File: config.mk
export PLATFORM = sky130hd
export DESIGN_NAME = vsc_div
export DESIGN_NICKNAME = d
export VERILOG_FILES = /design/src/sv/vsc_div.sv
export SDC_FILE = /design/constraint.sdc
export NUM_CORES = 2
export LEC_CHECK = 0
export ABC_CLOCK_PERIOD_IN_PS = 4750
export BUFFER_PORTS_ARGS = -buffer_cell sky130_fd_sc_hd__buf_2
export CAP_MARGIN = 20
export CORE_UTILIZATION = 40
export DETAILED_ROUTE_END_ITERATION = 8
export GPL_ROUTABILITY_DRIVEN = 0
export GPL_TIMING_DRIVEN = 0
export PLACE_DENSITY = 0.6
export RECOVER_POWER = 25
export SETUP_SLACK_MARGIN = 0.4
export SLEW_MARGIN = 5
export SYNTH_ARGS = -nofsm -noshare
export SYNTH_HDL_FRONTEND = slang
export SYNTH_SLANG_ARGS = --single-unit
File: constraint.sdc
create_clock -name clk -period 4.75 [get_ports clk]
set_clock_uncertainty 0.1 [all_clocks]
set_input_delay 0.2375 -clock clk [delete_from_list [all_inputs] [get_ports clk]]
set_output_delay 0.2375 -clock clk [all_outputs]
set_load 0.02 [all_outputs]
File: src/sv/vsc_div.sv
`default_nettype none
// ----------------------------------------------------------------------------
// Pipelined restoring divider
// Produces the low W quotient bits, one per stage. The caller ensures that
// num is below den shifted up by W, or ignores the quotient.
// ----------------------------------------------------------------------------
module vsc_div #(
  parameter int W = 20
) (
  input  wire logic           clk,
  input  wire logic           en,
  input  wire logic [2*W+1:0] num,
  input  wire logic [W+1:0]   den,
  output      logic [W-1:0]   quo
);

  logic [W+1:0] rem_r [W];
  logic [W-1:0] low_r [W];
  logic [W+1:0] den_r [W];
  logic [W-1:0] q_r   [W];

  genvar k;
  generate
    for (k = 0; k < W; k++) begin : g_stage
      logic [W+1:0] rem_in;
      logic [W-1:0] low_in;
      logic [W+1:0] den_in;
      logic [W-1:0] q_in;
      logic [W+2:0] t;
      logic         ge;

      if (k == 0) begin : g_first
        assign rem_in = num[2*W+1:W];
        assign low_in = num[W-1:0];
        assign den_in = den;
        assign q_in   = '0;
      end else begin : g_rest
        assign rem_in = rem_r[k-1];
        assign low_in = low_r[k-1];
        assign den_in = den_r[k-1];
        assign q_in   = q_r[k-1];
      end

      assign t  = {rem_in, low_in[W-1]};
      assign ge = (t >= {1'b0, den_in});

      always_ff @(posedge clk) begin
        if (en) begin
          rem_r[k] <= ge ? (W + 2)'(t - {1'b0, den_in}) : t[W+1:0];
          low_r[k] <= low_in << 1;
          den_r[k] <= den_in;
          q_r[k]   <= {q_in[W-2:0], ge};
        end
      end
    end
  endgenerate

  assign quo = q_r[W-1];

endmodule
`default_nettype wire

# Word level (Yosys, flattened, before mapping)
# Memories as Yosys holds them, arrays and structs flattened.
# Cells that the tools add are included.
# totals
ff_bits	0
mem_bits_rw	1660
inputBits	66
wordCells	66
mem_count	4
# classes
n_addsub	20
magnitude_cmp	20
n_mux	22
# mem_list
name	depth	width	rd	rd_ports_with_merged_regs	wr	line_no	source
den_r	20	22	19	0	20	19	logic [W+1:0] den_r [W];
rem_r	20	22	19	0	20	17	logic [W+1:0] rem_r [W];
q_r	20	20	20	0	20	20	logic [W-1:0] q_r [W];
low_r	20	19	19	0	20	18	logic [W-1:0] low_r [W];
# ops
op	n
$ge 23x22->1	20
$mux 22	20
$sub 22x22->22	20
$mux 1	2

# Longest topological paths before layout
# An unclocked memory read counts as a cell.
# depth
word_depth	3
depth_mapped	14
depth_no_buf	13

# Worst setup path before layout
# Ideal clock, no wire load.
# synth_path
path_type	register to register
from	mem rem_r[6][0] (netlist bit)
to	mem rem_r[7][20] (netlist bit), data pin
t_arrival_ns	3.262
t_required_ns	4.390
slack_ns	1.129
path_stages_with_launch	12
path_cell_list	edfxtp_1 > ha_1 > nor2b_1 > o31a_1 > o31a_1 > a211oi_4 > o21ai_2 > a221oi_4 > a21oi_2 > a2111oi_4 > buf_6 > mux2_2
# synth_rtl
element	line_no
start: declaration	17

==> results_dict.tcl <==
set metrics [dict create \
    yosys.area.top_type "edfxtp_1" \
    ios 86 \
    syn_nets 5647 \
    post_dp_cell_area_sq_um 66200 \
    port_buffers 85 \
    grt_overflow 0 \
    drt_iter0_markers 2722 \
    final_common_cell "edfxtp_1" \
    period_needed_ps 4180 \
    cts_max_level 4 \
    dieArea_sq_um 159000 \
    slew_violations 0 \
    cts_buffers 145 \
    synth_edf_count 1236 \
    post-route-period-util_pct 88.1 \
    postSynth.asyncResetShare_pct 0 \
    clock_latency_ps 780 \
    hpwl_microns 91900 \
    synth_warnings 0 \
    drt-vias-per-instance 5.19 \
    cts_buffer_depth 3 \
    critical_path.startpoint_type "flop" \
    rsz0062_at_grt "no" \
    fmax_mhz 239 \
    worstSetupEndpointType "flop" \
    place_inst 7275 \
    vdd_drop_max_mv 0.416 \
    multi_input_area_sq_um 23500 \
    worst_slack_ps 567 \
    synth_area_sq_um 62900 \
    die_h_microns 399 \
    drc 0 \
    root_buffer "clkbuf_16" \
    design_area_sq_um 71600 \
    finalHoldViolations 0 \
    power-per-cell-area_nw_per_um2 659 \
    diodes 0 \
    clkTransAtPathRegs_ps 60 \
    worst_pin_slew_ps 1050 \
    layout_common_cells "1236 x edfxtp_1, 534 x inv_1, 440 x ha_1" \
    yosysTopAreaCellShare_pct 59.0 \
    outcome "completed" \
    worst_hold_path_type "primary input to flop" \
    slew_headroom_pct 29.3 \
    area_growth_syn_to_layout_pct 13.8 \
    vias 39500 \
    fin_cells 7608 \
    final_layout_size_suffix_gt1_share_pct 6.50 \
    grt_antenna_before_repair 0 \
    synth_area_leaders "edfxtp_1 59%, ha_1 8.8%, inv_1 3.2%" \
    synth.distinct_cells 88 \
    final_nets 5960 \
    seq_area_sq_um 37100 \
    cts_tree "built" \
    worstPathMaxFanout 10 \
    routedWlPerCell_microns 16.6 \
    ys_ff_latch 1236 \
    netlist_instances 5122 \
    cap_violations 0 \
    core_sq_um 156000 \
    worst_ep_arrival_time_ps 4580 \
    n_fill_cell 14000 \
    grt_max_degree 173 \
    ys.flop_type "edfxtp_1" \
    crit_required_ps 5150 \
    die_w_microns 399 \
    pre_cts_ws_ps -36.4 \
    setup_viol 0 \
    grt_pass1_vias 39100 \
    synth_area_per_cell_sq_um 12.3 \
    seq_area_frac_synth_pct 59.0 \
    initial_utilization_pct 40.3 \
    p_leak_uw 0.0285 \
    placementRows 145 \
    ant_nets 0 \
    track_usage_pct 16.0 \
    crit_type "flop to flop" \
    dr.pass1.iters 5 \
    wl_microns 127000 \
    cts_sinks 1236 \
    grt_first_pass_wirelength_microns 203000 \
]
sequential cells by signal (all words and copies together) (netlist names):
signal and flops:
rem_r 418, den_r 418, q_r 210, low_r 190
final cells by class:
| type | count | share of cell area (%) |
|---|---|---|
| multi-input combinational | 3250 | 32.8 |
| inverter | 547 | 2.87 |
| timing repair buffer | 166 | 1.89 |
| tap | 2058 | 3.60 |
| clock inverter | 79 | 0.981 |
| sequential | 1236 | 51.9 |
| buffer | 89 | 0.514 |
| clock buffer | 183 | 5.48 |
path summary, 6_finish.rpt:
check	from	endpoint	slack, ps	cells after the start
hold / removal	num[11]	low_r[0][11]$_DFFE_PP_	80	2
hold reg to reg	low_r[0][14]$_DFFE_PP_	low_r[1][15]$_DFFE_PP_	290	0
setup / recovery	rem_r[15][0]$_DFFE_PP_	rem_r[16][0]$_DFFE_PP_	570	11
setup reg to reg	rem_r[15][0]$_DFFE_PP_	rem_r[16][0]$_DFFE_PP_	570	11
critical path, stage by stage, from the launching register on:
cell,delay (ps)
edfxtp_1,450
ha_1,330
nor2b_1,160
o31ai_1,360
a31oi_1,230
nor4_1,440
nor2_1,180
o221ai_1,280
a31o_2,310
clkbuf_1,380
clkbuf_1,560
o21ai_1,140
metrics by stage:
stage / utilization, % / TNS [ps] / power [uW] / hold slack (ps)
after CTS: 45.8 / 0 / 47400 / 0.284
after global routing: 45.8 / 0 / 50400 / 36.7
after detailed placement: 42.4 / -245 / 36200 / 305
after floorplan: - / 0 / 31300 / 236
after global placement: 42.2 / - / 36200 / 300
final: 45.8 / 0 / 47100 / 76.6
report_power, final:
group	total [uW]	switching [uW]	internal (uW)
combinational	19300	11200	8140
sequential	17100	1340	15700
clock	10800	4410	6350
repair_timing:
item / in CTS / in global routing
pin swaps: 1 / 2
gates resized for setup: 12 / 17
hold buffers: 67 / 0
cloned: 0 / 0
setup buffers: 0 / 4
endpoints found under the hold margin: 183 / 0
endpoints found under the setup margin: 132 / 142
cells by family after synthesis:
kind of cell    count (synthesis)  share of synthesized area [%]
flops                        1236                           59.0
mux                           167                           2.96
buf+inv                       636                           3.83
simple gates                  993                           7.37
xor+xnor                      341                           4.75
fa+ha+maj                     459                           9.36
compound gates               1290                           12.7
metal layers:
metal	global-route usage (%)	vias up	routed length (microns)
met2	27.5	903	61900
met1	19.7	18800	54200
met3	2.84	241	6170
met5	0	-	0
met4	6.61	0	4370
li1	-	19500	-
cell usage after synthesis (all sizes together) (12+ instances only):
| cell type | count |
|---|---|
| a41oi | 13 |
| a21oi | 393 |
| nor3 | 46 |
| nor4 | 17 |
| o31a | 16 |
| mux2i | 14 |
| nor2 | 280 |
| o211ai | 18 |
| inv | 546 |
| nand4 | 60 |
| xor2 | 148 |
| nand2b | 45 |
| mux2 | 153 |
| xnor2 | 193 |
| a21o | 188 |
| a211oi | 34 |
| nand2 | 323 |
| o21ai | 357 |
| clkbuf | 75 |
| and3 | 29 |
| edfxtp | 1236 |
| buf | 14 |
| ha | 440 |
| o31ai | 23 |
| nor2b | 52 |
| and2 | 12 |
| a31oi | 40 |
| fa | 19 |
| or3 | 20 |
| o21a | 47 |
| nand3 | 64 |
| o21bai | 53 |
Note: power is estimated with default switching activity, not from simulation.
