$ cat config.mk
export PLATFORM = sky130hd
export DESIGN_NAME = vsc_sqrt
export DESIGN_NICKNAME = d
export VERILOG_FILES = /design/src/sv/vsc_sqrt.sv
export SDC_FILE = /design/constraint.sdc
export NUM_CORES = 1
export LEC_CHECK = 0
export ABC_AREA = 1
export BUFFER_PORTS_ARGS = -buffer_cell sky130_fd_sc_hd__buf_2
export CAP_MARGIN = 30
export CORE_UTILIZATION = 40
export CTS_CLUSTER_SIZE = 14
export DETAILED_ROUTE_END_ITERATION = 7
export HOLD_SLACK_MARGIN = 0.08
export PLACE_DENSITY_LB_ADDON = 0.1
export SLEW_MARGIN = 15
export SYNTH_ARGS = -nofsm -noshare
export SYNTH_HDL_FRONTEND = slang
export SYNTH_SLANG_ARGS = --single-unit
export TNS_END_PERCENT = 5
$ cat constraint.sdc
create_clock -name clk -period 4 [get_ports clk]
set_input_delay 0.2 -clock clk [delete_from_list [all_inputs] [get_ports clk]]
set_output_delay 0.2 -clock clk [all_outputs]
set_load 0.01 [all_outputs]
$ cat src/sv/vsc_sqrt.sv
`default_nettype none
// ----------------------------------------------------------------------------
// Pipelined integer square root
// One root bit per register stage, most significant bit first.
// ----------------------------------------------------------------------------
module vsc_sqrt #(
  parameter int W = 20
) (
  input  wire logic           clk,
  input  wire logic           en,
  input  wire logic [2*W:0]   rad,
  output      logic [W:0]     root
);

  localparam int N  = W + 1;
  localparam int RW = 2 * W + 2;

  logic [RW-1:0] rem_r  [N];
  logic [W:0]    root_r [N];

  genvar k;
  generate
    for (k = 0; k < N; k++) begin : g_stage
      localparam int B = W - k;
      logic [RW-1:0] rem_in;
      logic [W:0]    root_in;
      logic [RW-1:0] trial;
      logic [RW-1:0] rem_nxt;
      logic [W:0]    root_nxt;

      if (k == 0) begin : g_first
        assign rem_in  = RW'(rad);
        assign root_in = '0;
      end else begin : g_rest
        assign rem_in  = rem_r[k-1];
        assign root_in = root_r[k-1];
      end

      // (r + 2^B)^2 - r^2 = r*2^(B+1) + 2^(2B); r has no bits at or below B.
      assign trial = (RW'(root_in) << (B + 1)) | (RW'(1) << (2 * B));

      always_comb begin
        rem_nxt  = rem_in;
        root_nxt = root_in;
        if (rem_in >= trial) begin
          rem_nxt  = rem_in - trial;
          root_nxt = root_in | ((W + 1)'(1) << B);
        end
      end

      always_ff @(posedge clk) begin
        if (en) begin
          rem_r[k]  <= rem_nxt;
          root_r[k] <= root_nxt;
        end
      end
    end
  endgenerate

  assign root = root_r[N-1];

endmodule
`default_nettype wire

* Yosys cells after proc, flatten, opt, wreduce, memory -nomap -nowiden
Memories as Yosys holds them, arrays and structs flattened.
Index checks and enable logic that the tools add are counted.
** Operators by class
- Add/subtract/negate cells :: 21
- Order comparisons :: 21
- Multiplexer cells :: 44
** Operator list (number)
- 42-bit 2-to-1 mux :: 21
- 42-bit by 22-bit >= comparator with 1-bit output :: 1
- 42-bit by 23-bit >= comparator with 1-bit output :: 1
- 42-bit by 24-bit >= comparator with 1-bit output :: 1
- 42-bit by 25-bit >= comparator with 1-bit output :: 1
- 42-bit by 26-bit >= comparator with 1-bit output :: 1
- 42-bit by 27-bit >= comparator with 1-bit output :: 1
- 42-bit by 28-bit >= comparator with 1-bit output :: 1
- 42-bit by 29-bit >= comparator with 1-bit output :: 1
- 42-bit by 30-bit >= comparator with 1-bit output :: 1
- 42-bit by 31-bit >= comparator with 1-bit output :: 1
- 42-bit by 32-bit >= comparator with 1-bit output :: 1
- 42-bit by 33-bit >= comparator with 1-bit output :: 1
- 42-bit by 34-bit >= comparator with 1-bit output :: 1
- 42-bit by 35-bit >= comparator with 1-bit output :: 1
- 42-bit by 36-bit >= comparator with 1-bit output :: 1
- 42-bit by 37-bit >= comparator with 1-bit output :: 1
- 42-bit by 38-bit >= comparator with 1-bit output :: 1
- 42-bit by 39-bit >= comparator with 1-bit output :: 1
- 42-bit by 40-bit >= comparator with 1-bit output :: 1
- 42-bit by 41-bit >= comparator with 1-bit output :: 1
- 41-bit by 41-bit subtractor with 42-bit output, second input constant :: 1
- 42-bit by 22-bit subtractor with 42-bit output :: 1
- 42-bit by 23-bit subtractor with 42-bit output :: 1
- other kinds (40) :: 42
** Storage, ports and cells
- Register bits after elaboration :: 0
- RAM bits :: 1323
- Output and inout port bits :: 21
- Logic and storage cells :: 88
- Memories :: 2
** Memories
- rem_r :: words 21, bits a word 42, read ports 20, clocked after Yosys merged registers in 0, wr ports 21, line 18 : logic [RW-1:0] rem_r [N];
- root_r :: words 21, bits a word 21, read ports 21, clocked after Yosys merged registers in 0, wr ports 21, line 19 : logic [W:0] root_r [N];

* Longest topological paths before layout
An unclocked memory read counts as a cell.
- Depth after elaboration :: 3
- Mapped depth :: 16

* Least setup slack after synthesis
No wires, ideal clock.
- Path kind :: register to register
- Start point :: mem rem_r[1][77] in the netlist's numbering
- End point :: mem rem_r[1][122] in the netlist's numbering, data pin
- Library setup time :: 0.249 ns
- Arrival :: 1.857 ns
- Required time :: 3.751 ns
- Path slack :: 1.893 ns
- Stages on the path, launching flop included :: 9
- Path buffers :: 1
- Cell sequence :: edfxtp_1 ha_1 a21o_1 or2_4 a211oi_4 nand2_4 buf_6 nand2_1 inv_1
** RTL lines (line)
- start: declaration :: 18

==> results.cfg <==
[grt]
antenna_found_initial = 0
grt_max_degree = 102
grt_pass1_wl_mm = 245
grt_pass1_vias = 41964
grt_overflow_total = 0
track_usage_pct = 21.5

[clock_network]
clk_latency_ns = 0.75
numCtsBuffers = 118
cts_buffer_depth = 3
cts_tree = built
h-tree-depth = 3
cts-root-buf = clkbuf_16
clk_pin_slew_worst_paths_ns = 0.06
clock-sinks = 1071
post-cts-setup-buffers = 0

[die]
num_rows = 139
start_util_pct = 40.5
die-area_um2 = 148000
die_x_um = 384
core_um2 = 144000
io-pin-count = 64
fp.dieH_um = 384

[timing]
fin_tns_setup_ns = 0
hold_viol = 0
fin_ws_ns = 0.890
tightest_slew_ns = 0.892
finalClockSkew_ns = 0.0797
slew_violations = 0
rsz0062_at_grt = false
fmax_ghz = 0.322
worst_hold_slack_ns = 0.154
post-route-period-util_pct = 77.8
slew-limit-headroom_pct = 39.9
finalWorstPathRequiredPeriod_ns = 3.11
setup_viol = 0

[detailed_routing]
vias = 42884
wl_per_cell_um = 18.5
firstDrtPassIters = 8
antenna_left = 0
post-route-drc-count = 0
wirelength_mm = 159
viasPerCell = 5.00
drt_iter0_markers = 3126

[yosys]
synth_top_family_by_area = simple AND/OR/NAND/NOR gates
yosysTopAreaCellShare_pct = 55.0
synth_xor_area_share_pct = 3.39
yosys.area_share.simple_pct = 23.3
synth_cell_type_count = 60
synth_edf_count = 1071
synth_ff_type = edfxtp_1
ys_async_sr_fraction_pct = 0
yosys_register_bits = 1071
synth-compound-area-share_pct = 6.23
synthCells = 6364
ys_seq_area_share_pct = 55.0
avgSynthCellArea_um2 = 9.18
synth_area_leaders = edfxtp_1 55%, nand2_1 12%, inv_1 5.8%, ha_1 5.3%, nor2_1 4.2%
yosys_warnings = 0
syn_area_um2 = 58400
synth_fa_ha_area_share_pct = 5.31
synth_top_area_cell = edfxtp_1
synth_mux_area_share_pct = 0

[critical_path]
endpoint_kind = register
worst-setup-path-type = register to register
critPathMaxFanout = 20
startpoint_type = register
crit-reg2reg-launch = root_r[1][16]
crit_start = root_r[1][16]
crit_arrival_ns = 3.61
cp_data_required_time_ns = 4.50

[finish]
drive_above_1_share_pct = 6.96
nNetsFinal = 6869
antennaDiodeCount = 0
fillers = 13991
area_growth_pct = 12.1

[placement]
place_ws_ns = 0.896
hpwl_mm = 126
place_congestion = 0.918
port_buffers = 63

[power_and_ir_drop]
leakagePower_nw = 27.5
power.density_nw_per_um2 = 519
ir_drop_uv = 402

[outcome]
status = complete, no violations

[worst_hold_path]
holdCritStartpoint = rad[39]
worstHoldPathType = input port to register

[job]
cap_violations = 0
-- worst paths after layout --
check / slack (ns) / depth (start not counted) / endpoint
max: 0.89 / 11 / rem_r[2][66]
min: 0.15 / 2 / rem_r[0][39]
max reg2reg: 0.89 / 11 / rem_r[2][66]
min reg2reg: 0.41 / 0 / rem_r[3][128]
-- state kept, by name, indices dropped and copies added (netlist names) --
register / count
root_r: 231
rem_r: 840
-- report_power, final --
part / internal [mW] / switching, mW / total [mW] / leakage, nW
combinational: 2.64 / 5.17 / 7.81 / 15.3
clock: 6.29 / 4.67 / 11.0 / 1.90
sequential: 14.2 / 1.07 / 15.2 / 10.3
total: 23.1 / 10.9 / 34.0 / 27.5
-- routing by layer --
metal	vias up	track usage [%]	share of wire, %
li1	21632	-	-
met1	20298	29.2	46
met2	773	36.7	48
met3	181	2.39	3.6
met4	0	5.01	2.1
met5	-	0	0
-- cells in the mapped netlist, types with 3 or more instances --
| library cell | instances |
|---|---|
| a21oi_1 | 270 |
| inv_1 | 910 |
| xor2_1 | 94 |
| nand2_1 | 1795 |
| xnor2_1 | 132 |
| nor2_2 | 25 |
| o21ai_1 | 82 |
| a21oi_2 | 40 |
| ha_1 | 248 |
| or2_2 | 12 |
| edfxtp_1 | 1071 |
| buf_2 | 14 |
| nand3_2 | 4 |
| a211oi_1 | 6 |
| o211ai_1 | 6 |
| a21o_1 | 23 |
| and2_1 | 4 |
| nand3_1 | 327 |
| buf_6 | 18 |
| o21ai_0 | 144 |
| o21bai_1 | 11 |
| nand3b_1 | 38 |
| nor3_2 | 4 |
| nand2_4 | 4 |
| buf_4 | 12 |
| nor2_1 | 661 |
| buf_12 | 3 |
| nand2_2 | 33 |
| a21boi_0 | 8 |
| nor3_1 | 93 |
| o21a_1 | 6 |
| inv_2 | 20 |
| o21ai_2 | 25 |
| nand3_4 | 3 |
| nand4_1 | 107 |
| nor4_1 | 72 |
| nor3b_1 | 6 |
| nor2_4 | 4 |
| and3_1 | 4 |
-- kinds of logic (layout without fill, tap and decap cells) --
kind of cell             Yosys count  count (layout)
AND/OR/NAND/NOR                 3204            3204
flip-flops                      1071            1071
buffers and inverters            981            1297
AO/OA/AOI/OAI                    633             633
adder cells (fa/ha/maj)          248             248
XOR/XNOR                         226             226
other                              1               2
-- stage by stage --
| step | area (µm²) | std cells | total power [mW] | util (%) |
|---|---|---|---|---|
| 2_1_floorplan | 58400 | 6365 | 20.5 | - |
| 3_3_place_gp | 61100 | 8318 | 23.2 | 42.4 |
| 3_5_place_dp | 61200 | 8319 | 23.2 | 42.4 |
| 4_1_cts | 65500 | 8584 | 34.3 | 45.4 |
| 5_1_grt | 65500 | 8584 | 35.9 | 45.4 |
| 6_report | 65500 | 8584 | 34.0 | 45.4 |
-- cell usage in the layout, fill, tap and decap left out, types with 8 or more instances in the layout --
cell	instances
o21bai_1	11
nor3_1	93
dlygate4sd3_1	42
o21ai_2	25
o21ai_0	144
inv_1	910
nand4_1	107
nand2_2	33
buf_4	23
nor2_1	661
a21oi_2	40
a21oi_1	270
clkinvlp_4	8
clkinv_2	27
edfxtp_1	1071
a21boi_0	8
clkbuf_16	118
xor2_1	94
nand3b_1	38
buf_2	62
a21o_1	23
nor4_1	71
ha_1	248
o21ai_1	82
inv_2	20
clkbuf_1	21
clkinv_1	25
xnor2_1	132
nand3_1	327
bufinv_16	13
nand2_1	1795
or2_2	12
buf_12	13
nor2_2	25
-- layout make-up --
type | instances | area (µm²) | share of cell area, %
flip-flops and latches | 1071 | 32200 | 49.1
multi-input cells | 4313 | 22300 | 34.1
inverters | 932 | 3510 | 5.35
clock buffers | 139 | 3030 | 4.63
well taps | 1903 | 2380 | 3.63
repair buffers | 142 | 1210 | 1.84
clock inverters | 84 | 893 | 1.36
-- worst max-delay path: stages (launching register included) --
cell and delay (ns):
edfxtp_1 0.41, inv_1 0.07, ha_1 0.35, nand2_1 0.11
nor2_1 0.30, nand4_1 0.30, nor2_1 0.16, nand3_1 0.08
nand2_1 0.41, inv_1 0.41, nand2_1 0.15, o21ai_0 0.09
-- timing repair --
| action | 4_1_cts | 5_1_grt |
|---|---|---|
| hold endpoints to repair | 98 | 0 |
| gates resized for setup | 0 | 0 |
| hold buffers | 42 | 0 |
| setup endpoints to repair | 0 | 0 |
No activity file was read; power rests on OpenSTA's default activity.
